File: src/rtl/core/ltfs_pkg.sv
// Package for the lower-triangular forward solver: request codes, queue entry type,
// back-end state encoding and fixed-point helpers. No dependencies.
`timescale 1ns / 1ps
`default_nettype none
package ltfs_pkg;
    localparam int MAX_DIM_DEF = 16;
    localparam int DATA_W = 32;
    localparam int CFG_W = 5;
    localparam int QUEUE_DEPTH = 2;

    typedef enum logic [1:0] {
        REQ_LOAD_MAT = 2'd0,
        REQ_LOAD_RHS = 2'd1,
        REQ_SOLVE    = 2'd2,
        REQ_NONE     = 2'd3
    } req_t;

    typedef struct packed {
        req_t        kind;
        logic [3:0]  row;
        logic [3:0]  col;
        logic [31:0] value;
    } cmd_t;

    typedef enum logic [2:0] {
        ST_IDLE,
        ST_DIAG,
        ST_DIV,
        ST_ELIM_RD,
        ST_ELIM_MUL,
        ST_ELIM_WR
    } state_t;

    function automatic logic signed [31:0] sat32(input logic signed [65:0] v);
        logic signed [31:0] r;
        begin
            if (v > 66'sh0_7FFF_FFFF)
                r = 32'sh7FFF_FFFF;
            else if (v < -66'sh0_8000_0000)
                r = 32'sh8000_0000;
            else
                r = v[31:0];
            return r;
        end
    endfunction
endpackage
`default_nettype wire

File: src/rtl/core/ltfs_front.sv
// Front end of the forward solver: takes items, classifies and range-checks them,
// and pushes them into a two-entry queue. Depends on ltfs_pkg.
`timescale 1ns / 1ps
`default_nettype none
module ltfs_front (
    input  wire logic          clk,
    input  wire logic          rst_n,
    input  wire logic          start,
    output logic               busy,
    input  wire logic [1:0]    req_type,
    input  wire logic [3:0]    row_index,
    input  wire logic [3:0]    col_index,
    input  wire logic [31:0]   load_value,
    input  wire logic          pop,
    output logic               q_valid,
    output ltfs_pkg::cmd_t     q_head
);
    localparam int MAX_DIM = ltfs_pkg::MAX_DIM_DEF;

    ltfs_pkg::cmd_t q_reg [ltfs_pkg::QUEUE_DEPTH];
    logic [1:0] cnt_reg, cnt_next;
    logic push;
    ltfs_pkg::cmd_t cmd;
    logic keep;

    always_comb
    begin
        cmd.kind  = ltfs_pkg::req_t'(req_type);
        cmd.row   = row_index;
        cmd.col   = col_index;
        cmd.value = load_value;
        case (cmd.kind)
            ltfs_pkg::REQ_LOAD_MAT: keep = (32'(row_index) < MAX_DIM)
                                        && (32'(col_index) < MAX_DIM);
            ltfs_pkg::REQ_LOAD_RHS: keep = 32'(row_index) < MAX_DIM;
            ltfs_pkg::REQ_SOLVE:    keep = 1'b1;
            default:                keep = 1'b0;
        endcase
    end

    assign busy    = (cnt_reg == 2'(ltfs_pkg::QUEUE_DEPTH));
    assign push    = start && !busy && keep;
    assign q_valid = (cnt_reg != 2'd0);
    assign q_head  = q_reg[0];

    always_comb
    begin
        cnt_next = cnt_reg + 2'(push) - 2'(pop && q_valid);
    end

    always_ff @(posedge clk or negedge rst_n)
    begin
        if (!rst_n)
            cnt_reg <= 2'd0;
        else
            cnt_reg <= cnt_next;
    end

    always_ff @(posedge clk)
    begin
        if (pop && q_valid)
        begin
            q_reg[0] <= (push && cnt_reg == 2'd1) ? cmd : q_reg[1];
            if (push && cnt_reg == 2'd2)
                q_reg[1] <= cmd;
        end
        else if (push)
        begin
            q_reg[cnt_reg[0]] <= cmd;
        end
    end
endmodule
`default_nettype wire

File: config.mk
export PLATFORM = sky130hd
export DESIGN_NAME = ltfs_front
export DESIGN_NICKNAME = d
export VERILOG_FILES = /design/src/rtl/core/ltfs_pkg.sv /design/src/rtl/core/ltfs_front.sv
export SDC_FILE = /design/constraint.sdc
export NUM_CORES = 1
export LEC_CHECK = 0
export ABC_AREA = 1
export BUFFER_PORTS_ARGS = -buffer_cell sky130_fd_sc_hd__buf_2
export CAP_MARGIN = 20
export CORE_MARGIN = 1.5
export CORE_UTILIZATION = 55
export DETAILED_ROUTE_END_ITERATION = 7
export PLACE_DENSITY = 0.83
export SYNTH_ARGS = -nofsm -noshare
export SYNTH_HDL_FRONTEND = slang
export SYNTH_SLANG_ARGS = --single-unit
File: constraint.sdc
create_clock -name clk -period 5.1 [get_ports clk]
set_clock_uncertainty 0.05 [all_clocks]
set_input_delay 0.51 -clock clk [delete_from_list [all_inputs] [get_ports clk]]
set_output_delay 0.51 -clock clk [all_outputs]
set_load 0.005 [all_outputs]
==> results.py, run 1 <==
metrics = {
    "run_status": {
        "status": "completed",
    },
    "detailed_routing": {
        "drc_errors": 0,
        "routed_via_density": 5.16,
        "wl_per_cell_um": 14.2,
        "vias": 2189,
        "dr.pass1.iters": 4,
        "dr.first_iter.drc_count": 252,
        "drt_wl_total_mm": 6.04,
        "ant_nets": 0,
    },
    "global_route": {
        "grt_pass1_vias": 1976,
        "grt_pass1_wl_mm": 9.01,
        "top_usage_layer": "met2",
        "grt.met1_usage_pct": 24.0,
        "gr-total-overflow": 0,
        "grt_max_degree": 45,
        "grt_usage_pct": 19.3,
        "use_met2_pct": 31.6,
        "antenna_found_initial": 0,
        "grt_use_met3_pct": 3.52,
    },
    "setup_path": {
        "reg2reg_depth": 6,
        "r2r_end": "q_reg[0][0]$_DFFE_PP_",
        "startpoint": "cnt_reg[0]$_DFF_PN0_",
        "crit_end": "q_reg[0][0]$_DFFE_PP_",
        "cp-end-kind": "flip-flop",
        "rrSetupSlack_ps": 2050,
        "crit_type": "reg2reg",
        "worstSetupStartpointType": "flip-flop",
        "cp.required_ps": 4910,
        "cp.arrival_ps": 2860,
        "crit_fanout": 44,
        "r2r_start": "cnt_reg[0]$_DFF_PN0_",
    },
    "sta": {
        "final_hold_viol_count": 0,
        "worst_slack_ps": 2050,
        "slew_violations": 0,
        "fin_setup_tns_ps": 0,
        "period_needed_ps": 3050,
        "setup_viol": 0,
        "fmax_mhz": 328,
        "maxSlewHeadroom_pct": 33.7,
        "rsz0062_at_grt": "false",
        "timing.hold.ws_ps": 298,
        "tightest_slew_ps": 991,
        "period_share_pct": 59.9,
    },
    "final_layout": {
        "antenna_cells": 0,
        "fin_nets": 392,
        "fin_util_pct": 68.3,
        "syn2layout_area_growth_pct": 21.0,
        "drive_above_1_share_pct": 31.5,
        "largest_reg_flops": 84,
    },
    "floorplanning": {
        "start_util_pct": 56.4,
        "rows": 28,
        "dieHeight_um": 80.7,
        "io_pins": 90,
        "die_area_um2": 6510,
        "core_area_um2": 5890,
        "die_w_um": 80.7,
    },
    "power": {
        "peakVddDrop_mv": 0.351,
        "power_mw": 2.08,
        "p_per_area_nw_per_um2": 517,
        "leakage_nw": 1.74,
    },
    "cts": {
        "cts.sinks": 86,
        "post_cts_buffers": 0,
        "cts_max_level": 3,
        "cts.clk_slew.worst_paths_ps": 80,
        "clk-insertion-delay-late_ps": 340,
        "cts-resized-gates": 0,
        "cts_tree": "yes",
        "cts_buffers": 9,
        "cts_root_buf": "clkbuf_8",
        "clock_path_buffers": 2,
    },
    "placed_design": {
        "routabilityCongestion": 0.786,
        "portBuffers": 89,
        "dp_slack_ps": 1970,
        "dpl.hpwl_mm": 3.78,
    },
    "synthesis": {
        "syn-num-nets": 303,
        "synth_cell_types": 13,
        "synth_fa_ha_area_share_pct": 0.753,
        "yosys.area_share.simple_pct": 18.7,
        "synth-compound-area-share_pct": 0,
        "synthMuxAreaShare_pct": 0,
        "yosysWarnings": 0,
        "synth-xor-area-share_pct": 0,
        "syn-mean-instance-area_um2": 13.0,
        "synth_top_family_by_area": "simple AND/OR/NAND/NOR gates",
        "yosys_register_bits": 86,
        "syn_area_um2": 3320,
        "synth_cells": 255,
        "ys_seq_area_share_pct": 77.4,
    },
    "job": {
        "maxCapViolCount": 0,
    },
    "min_path": {
        "hp-class": "in2reg",
    },
}
[worst min-delay path by stage]
stage,from,end,slack (ps),cells after the start
after floorplan,rst_n,cnt_reg[0]$_DFF_PN0_,160,0
after global placement,rst_n,cnt_reg[1]$_DFF_PN0_,250,1
after detailed placement,rst_n,cnt_reg[1]$_DFF_PN0_,250,1
after CTS,load_value[28],q_reg[1][28]$_DFFE_PP_,280,1
after global routing,load_value[27],q_reg[1][27]$_DFFE_PP_,290,1
final,load_value[28],q_reg[1][28]$_DFFE_PP_,300,1
[worst max-delay path, cell delays in order (launching register included)]
cell and delay, ps:
dfrtp_1 500, nor2_1 100, nor2_1 170, inv_1 100, ha_1 230, nand2_2 620
nand2_2 780
[synth_stat cells (all sizes together)]
cell type / count / area [um2]
inv: 10 / 37.5
buf: 8 / 50.1
nand4: 1 / 21.3
ha: 2 / 25.0
nand3: 44 / 220
edfxtp: 84 / 2520
clkbuf: 4 / 15.0
dfrtp: 2 / 50.1
nand2: 96 / 365
nor2: 4 / 15.0
[per-layer routing]
metal  vias up  wire length [um]
li1       1060                 -
met1      1039              2490
met2        78              3060
met3        12               335
met4         0               153
met5         -                 0
[logic make-up after synthesis]
family,after synthesis
AND/OR/NAND/NOR,145
flip-flops,86
buffers and inverters,22
adder cells (fa/ha/maj),2
[per-stage QoR]
stage / cells / instance area [um2]
3_3_place_gp: 407 / 3800
5_1_grt: 424 / 4020
6_report: 424 / 4020
3_5_place_dp: 407 / 3800
2_1_floorplan: 255 / 3320
4_1_cts: 424 / 4020
[repair_timing]
item / in CTS / in global routing
endpoints found under the hold margin: 2 / 0
hold buffers: 1 / 0
endpoints found under the setup margin: 0 / 0
[where the power goes]
group	switching [mW]	internal (mW)	total, mW
clock	0.226	0.266	0.492
combinational	0.321	0.182	0.503
sequential	0.0551	1.03	1.08
total	0.602	1.48	2.08
[final cells by class]
cell class | instances | area (um2)
clock buffer | 13 | 169
clock inverter | 3 | 42.5
fill | 447 | 1870
inverter | 10 | 37.5
multi-input combinational | 147 | 649
sequential | 86 | 2570
tap | 75 | 93.8
timing repair buffer | 90 | 455
[layout by cell type, fill, tap and decap left out]
master         Yosys  layout
nand2_1           94      93
buf_2              4      89
edfxtp_1          84      84
nand3_1           44      44
clkbuf_8           0      12
inv_1              9       8
nor2_1             4       4
nand2_2            2       3
inv_2              1       2
ha_1               2       2
dfrtp_1            2       2
nand4_4            1       1
clkinvlp_4         0       1
clkbuf_1           4       1
bufinv_16          0       1
clkinv_2           0       1
dlygate4sd3_1      0       1
Power figures use the tool's default switching activity.
==> run 2: changes to the inputs <==
--- a/config.mk
+++ b/config.mk
@@ -5,13 +5,13 @@
 export SDC_FILE = /design/constraint.sdc
 export NUM_CORES = 1
 export LEC_CHECK = 0
-export ABC_AREA = 1
+export ABC_AREA = 0
 export BUFFER_PORTS_ARGS = -buffer_cell sky130_fd_sc_hd__buf_2
 export CAP_MARGIN = 20
 export CORE_MARGIN = 1.5
-export CORE_UTILIZATION = 55
+export CORE_UTILIZATION = 52
 export DETAILED_ROUTE_END_ITERATION = 7
-export PLACE_DENSITY = 0.83
+export PLACE_DENSITY = 0.79
 export SYNTH_ARGS = -nofsm -noshare
 export SYNTH_HDL_FRONTEND = slang
 export SYNTH_SLANG_ARGS = --single-unit
==> constraint.sdc (replaced) <==
create_clock -name clk -period 2.99 [get_ports clk]
set_clock_uncertainty 0.05 [all_clocks]
set_input_delay 0.299 -clock clk [delete_from_list [all_inputs] [get_ports clk]]
set_output_delay 0.299 -clock clk [all_outputs]
set_load 0.005 [all_outputs]
==> run 2 against run 1 <==
  * Combinational power grew 100%
  * Final cell count shrank 20%
  * Sequential power rose by 69%
  * Worst hold slack worse by 210 ps
  * Power is 76% higher
  * First-iteration DRC count is 72% lower
  * Clock power grew 65%
==> results.py, run 2 <==
metrics = {
    "run_status": {
        "status": "completed",
    },
    "synthesis": {
        "async_flop_share_pct": 2.33,
        "synth_fa_ha_area_share_pct": 0.730,
        "syn_area_um2": 3430,
        "synth_most_common_cell": "edfxtp_1",
        "synth_cells": 156,
        "synth-xor-area-share_pct": 0,
        "synth_cell_types": 22,
        "yosysTopAreaCell": "edfxtp_1",
        "yosysWarnings": 0,
        "synth_edf_count": 84,
        "netlist_top_cells_area": "edfxtp_1 (74%), mux2_4 (18%), dfrtp_1 (1.5%)",
        "synth_ff_type": "edfxtp_1",
        "post-synth-top-area-fraction_pct": 73.6,
        "syn-mean-instance-area_um2": 22.0,
        "ys_top_cells_by_count": "edfxtp_1 (84), mux2_4 (40), buf_6 (4)",
        "synth_top_family_by_area": "multiplexers",
        "ys_seq_area_share_pct": 75.1,
        "syn-num-nets": 204,
        "yosys.area_share.simple_pct": 2.26,
        "yosys_register_bits": 86,
        "synthMuxAreaShare_pct": 18.5,
        "synth-compound-area-share_pct": 1.53,
    },
    "global_route": {
        "use_met2_pct": 26.7,
        "grt_max_degree": 43,
        "gr-total-overflow": 0,
        "antenna_found_initial": 0,
        "grt.met1_usage_pct": 20.2,
        "grt_use_met3_pct": 4.23,
        "grt_pass1_vias": 1709,
        "grt_pass1_wl_mm": 8.47,
        "grt_usage_pct": 16.3,
        "top_usage_layer": "met2",
    },
    "detailed_routing": {
        "vias": 1691,
        "drt_wl_total_mm": 5.37,
        "dr.first_iter.drc_count": 71,
        "dr.pass1.iters": 4,
        "drc_errors": 0,
        "wl_per_cell_um": 15.8,
        "ant_nets": 0,
        "routed_via_density": 4.99,
    },
    "power": {
        "peakVddDrop_mv": 0.598,
        "power_mw": 3.67,
        "p_per_area_nw_per_um2": 874,
        "switching_share_pct": 25.9,
        "leakage_nw": 1.75,
        "clkPwrFrac_pct": 22.2,
        "total_switching_power_mw": 0.949,
        "p_comb_share_pct": 28.0,
        "p_int_mw": 2.72,
        "p_seq_share_pct": 49.8,
    },
    "final_layout": {
        "nFillCells": 443,
        "syn2layout_area_growth_pct": 22.5,
        "layout_commonest_cell": "buf_2",
        "fin_nets": 305,
        "layout_common_cells": "buf_2 (89), edfxtp_1 (84), mux2_4 (40), clkbuf_8 (11)",
        "multi_input_area_um2": 793,
        "seq_area_um2": 2570,
        "antenna_cells": 0,
        "largest_reg_flops": 84,
        "drive_above_1_share_pct": 59.9,
    },
    "cts": {
        "ctsHoldBuffers": 1,
        "post_cts_buffers": 0,
        "cts_root_buf": "clkbuf_8",
        "cts-resized-gates": 0,
        "cts_buffers": 9,
        "cts_max_level": 3,
        "cts_tree": "yes",
        "cts.sinks": 86,
        "clock_path_buffers": 2,
        "clk-insertion-delay-late_ps": 340,
        "cts.clk_slew.worst_paths_ps": 80,
    },
    "floorplanning": {
        "io_pins": 90,
        "die_w_um": 84.2,
        "die_area_um2": 7080,
        "rows": 29,
        "dieHeight_um": 84.2,
        "start_util_pct": 54.0,
        "core_area_um2": 6350,
    },
    "placed_design": {
        "portBuffers": 89,
        "routabilityCongestion": 0.713,
        "dpl.hpwl_mm": 3.67,
    },
    "sta": {
        "timing.hold.ws_ps": 92.5,
        "period_share_pct": 77.2,
        "setup_viol": 0,
        "fmax_mhz": 433,
        "fin_setup_tns_ps": 0,
        "period_needed_ps": 2310,
        "slew_violations": 0,
        "maxSlewHeadroom_pct": 79.9,
        "tightest_slew_ps": 299,
        "final_hold_viol_count": 0,
        "rsz0062_at_grt": "false",
    },
    "min_path": {
        "worstHoldStart": "load_value[29]",
        "hp-class": "in2reg",
    },
    "setup_path": {
        "cp.required_ps": 3030,
        "slowest_delay_ps": 490,
        "cp-end-kind": "flip-flop",
        "slowest_stage": "dfrtp_1",
        "worstSetupStartpointType": "flip-flop",
        "cp.arrival_ps": 2350,
        "startpoint": "cnt_reg[0]$_DFF_PN0_",
        "crit_path_cell_trace": "or2_2 > nand2_1 > ha_1 > nor2b_1 > a31oi_4 > buf_4 > mux2_4",
        "crit_fanout": 14,
        "r2r_start": "cnt_reg[0]$_DFF_PN0_",
        "crit_type": "reg2reg",
    },
    "job": {
        "maxCapViolCount": 0,
    },
}
[run 2: changes by cell type in the layout (fill, tap and decap cells not counted), moves of 3 or more]
cell / delta
inv_1: -5
buf_4: +3
nand3_1: -44
nand2_1: -91
nand2_2: -3
mux2_2: +3
mux2_4: +40
[run 2: cells by family (layout without fill, tap and decap cells)]
group	count (synthesis)	in the layout
flops	86	86
mux	43	43
simple gates	13	13
buf+inv	8	114
compound gates	4	4
fa+ha+maj	2	2
[run 2: power groups by stage]
stage               registers, mW  logic, mW  clock network (mW)
floorplan                    1.87      0.663                   0
global placement             1.84       1.02                   0
detailed placement           1.86       1.05                   0
CTS                          1.83       1.05               0.837
global route                 1.85       1.11               0.892
finish                       1.83       1.03               0.813
[run 2: cell type report]
type | instances | share of cell area, %
Inverter | 3 | 0.268
Sequential cell | 86 | 61.3
Multi-Input combinational cell | 62 | 18.9
Clock inverter | 3 | 1.07
Clock buffer | 13 | 3.79
Tap cell | 77 | 2.30
Timing Repair Buffer | 95 | 12.3
[run 2: path summary, 6_finish.rpt]
check                                          to  slack, ps  cells past startpoint
setup / recovery            q_reg[0][8]$_DFFE_PP_        680                      7
hold / removal             q_reg[1][29]$_DFFE_PP_         90                      1
setup reg to reg            q_reg[0][8]$_DFFE_PP_        680                      7
hold reg to reg            q_reg[0][16]$_DFFE_PP_        500                      1
max in group asynchronous    cnt_reg[0]$_DFF_PN0_       2580                      2
min in group asynchronous    cnt_reg[1]$_DFF_PN0_        210                      2
[run 2: metal layers]
metal	share of wire (%)	up-vias	wire length [um]
met5	0	-	0
met4	1.8	0	97
met3	5.3	10	285
met2	52	57	2790
met1	41	815	2200
li1	-	809	-
[run 2: per-stage QoR]
| step | std cells | util, % | cell area [um2] | worst slack [ps] |
|---|---|---|---|---|
| detailed placement | 322 | 62.7 | 3980 | 687 |
| floorplan | 156 | - | 3430 | 141 |
| CTS | 339 | 66.1 | 4200 | 683 |
| finish | 339 | 66.1 | 4200 | 682 |
| global placement | 322 | 62.7 | 3980 | 770 |
| global route | 339 | 66.1 | 4200 | 589 |
[run 2: critical path, delay by kind of cell, from the launching register on]
| kind | cells | cell delay, ps |
|---|---|---|
| simple gates | 3 | 720 |
| flops | 1 | 490 |
| mux | 1 | 320 |
| buf+inv | 1 | 250 |
| fa+ha+maj | 1 | 160 |
| compound gates | 1 | 70 |
==> run 3: changes to the inputs <==
--- a/config.mk
+++ b/config.mk
@@ -5,7 +5,7 @@
 export SDC_FILE = /design/constraint.sdc
 export NUM_CORES = 1
 export LEC_CHECK = 0
-export ABC_AREA = 0
+export ABC_AREA = 1
 export BUFFER_PORTS_ARGS = -buffer_cell sky130_fd_sc_hd__buf_2
 export CAP_MARGIN = 20
 export CORE_MARGIN = 1.5
==> constraint.sdc (replaced) <==
create_clock -name clk -period 2.3 [get_ports clk]
set_clock_uncertainty 0.05 [all_clocks]
set_input_delay 0.23 -clock clk [delete_from_list [all_inputs] [get_ports clk]]
set_output_delay 0.23 -clock clk [all_outputs]
set_load 0.005 [all_outputs]
==> run 3 against run 2 <==
  * Die area decreased by 2.9%
  * Power is 31% higher
  * Clock power is 46% higher
  * Non-clock buffer count is 4 higher
  * Critical path type unchanged
  * Highest routed layer unchanged
==> results.py, run 3 (synthesis gave the netlist of run 1 again) <==
metrics = {
    "cts": {
        "cts_root_buf": "clkbuf_8",
        "cts_max_level": 3,
        "cts-resized-gates": 0,
        "clock_path_buffers": 2,
        "clk-insertion-delay-late_ps": 330,
        "cts.sinks": 86,
        "cts_tree": "yes",
        "cts_buffers": 9,
        "cts.clk_slew.worst_paths_ps": 80,
    },
    "final_layout": {
        "stdcell_area_um2": 4100,
        "antenna_cells": 0,
        "syn2layout_area_growth_pct": 23.5,
        "largest_reg_flops": 84,
        "nFillCells": 448,
        "drive_above_1_share_pct": 32.9,
        "layout_common_cells": "nand2_1 (93), buf_2 (89), edfxtp_1 (84), nand3_1 (44)",
        "fin_nets": 401,
        "layout_commonest_cell": "nand2_1",
    },
    "global_route": {
        "grt_pass1_wl_mm": 10.1,
        "grt_usage_pct": 18.8,
        "antenna_found_initial": 0,
        "grt_max_degree": 31,
        "grt_pass1_vias": 2193,
        "gr-total-overflow": 0,
    },
    "sta": {
        "timing.hold.ws_ps": 32.3,
        "setup_viol": 0,
        "slew_violations": 0,
        "rsz0062_at_grt": "false",
        "period_needed_ps": 2030,
        "period_share_pct": 88.4,
        "fin_setup_tns_ps": 0,
        "maxSlewHeadroom_pct": 74.0,
        "tightest_slew_ps": 389,
        "fmax_mhz": 492,
        "final_hold_viol_count": 0,
    },
    "floorplanning": {
        "start_util_pct": 54.8,
        "core_area_um2": 6060,
        "dieHeight_um": 82.9,
        "rows": 28,
        "die_w_um": 82.9,
        "die_area_um2": 6880,
        "io_pins": 90,
    },
    "power": {
        "p_per_area_nw_per_um2": 1170,
        "p_int_mw": 3.44,
        "switching_share_pct": 28.2,
        "p_seq_share_pct": 50.0,
        "total_switching_power_mw": 1.35,
        "p_comb_share_pct": 25.1,
        "clkPwrFrac_pct": 24.9,
        "peakVddDrop_mv": 0.673,
        "leakage_nw": 1.79,
    },
    "setup_path": {
        "crit_type": "reg2reg",
        "cp.arrival_ps": 2080,
        "worstSetupStartpointType": "flip-flop",
        "cp-end-kind": "flip-flop",
        "slowest_delay_ps": 520,
        "crit_fanout": 26,
        "cp_top_family": "simple AND/OR/NAND/NOR gates",
        "cp_num_buf_inv": 2,
        "cp.required_ps": 2340,
        "crit_path_cell_trace": "nor2_1 > nor2_1 > inv_1 > ha_1 > nand2_2 > nand2_2 > buf_4 > nand2_1 > nand2_1",
        "slowest_stage": "dfrtp_1",
    },
    "detailed_routing": {
        "routed_via_density": 5.17,
        "drt_wl_total_mm": 6.23,
        "dr.pass1.iters": 5,
        "ant_nets": 0,
        "drc_errors": 0,
        "dr.first_iter.drc_count": 187,
        "vias": 2230,
        "wl_per_cell_um": 14.5,
    },
    "job": {
        "maxCapViolCount": 0,
    },
    "placed_design": {
        "routabilityCongestion": 0.703,
        "place_area_um2": 3870,
        "portBuffers": 89,
        "dpl.hpwl_mm": 4.15,
    },
    "min_path": {
        "hp-class": "in2reg",
    },
    "run_status": {
        "status": "completed",
    },
}
## run 3: changes by cell type in the layout (fill, tap and decap cells not counted), moves of 3 or more
cell and change:
nand2_1 +91, nand3_1 +44, mux2_4 -40, buf_4 +6, inv_1 +5, mux2_2 -3
nand2_2 +3
## run 3: what timing repair did
action                    in CTS  in global routing
hold endpoints to repair       2                  0
setup buffers                  0                  0
hold buffers                   1                  0
## run 3: stage by stage
step,cells,power (mW),setup slack (ps),utilization [%]
2_1_floorplan,255,3.10,36.4,-
3_3_place_gp,416,3.56,439,63.8
3_5_place_dp,416,3.63,294,63.8
4_1_cts,431,4.83,279,67.7
5_1_grt,431,5.05,115,67.7
6_report,431,4.78,267,67.7
## run 3: cell type report
class / instances / area [um2] / area share [%]
Clock buffer: 10 / 128 / 3.11
Clock inverter: 4 / 97.6 / 2.38
Inverter: 10 / 37.5 / 0.915
Multi-Input combinational cell: 147 / 649 / 15.8
Sequential cell: 86 / 2570 / 62.7
Tap cell: 75 / 93.8 / 2.29
Timing Repair Buffer: 99 / 523 / 12.8
## run 3: per-layer routing
metal	share of wire [%]	routed length [um]	GRT usage (%)	vias up
met3	7.6	476	4.77	4
met4	0.93	58	8.18	0
met2	51	3150	31.5	110
met5	0	0	0	-
met1	41	2550	23.2	1041
li1	-	-	-	1075
## run 3: final timing paths
path | from | to | slack [ps] | cells after the start
setup / recovery | cnt_reg[0]$_DFF_PN0_ | q_reg[0][34]$_DFFE_PP_ | 270 | 9
hold / removal | load_value[20] | q_reg[1][20]$_DFFE_PP_ | 30 | 1
setup reg to reg | cnt_reg[0]$_DFF_PN0_ | q_reg[0][34]$_DFFE_PP_ | 270 | 9
hold reg to reg | q_reg[1][8]$_DFFE_PP_ | q_reg[0][8]$_DFFE_PP_ | 500 | 2
max in group asynchronous | rst_n | cnt_reg[1]$_DFF_PN0_ | 1940 | 2
min in group asynchronous | rst_n | cnt_reg[0]$_DFF_PN0_ | 170 | 2
## run 3: power groups by stage
stage | combinational (mW) | sequential (mW) | clock [mW]
after floorplan | 0.643 | 2.46 | 0
after global placement | 1.15 | 2.41 | 0
after detailed placement | 1.21 | 2.42 | 0
after CTS | 1.22 | 2.39 | 1.22
after global routing | 1.36 | 2.42 | 1.27
final | 1.20 | 2.39 | 1.19
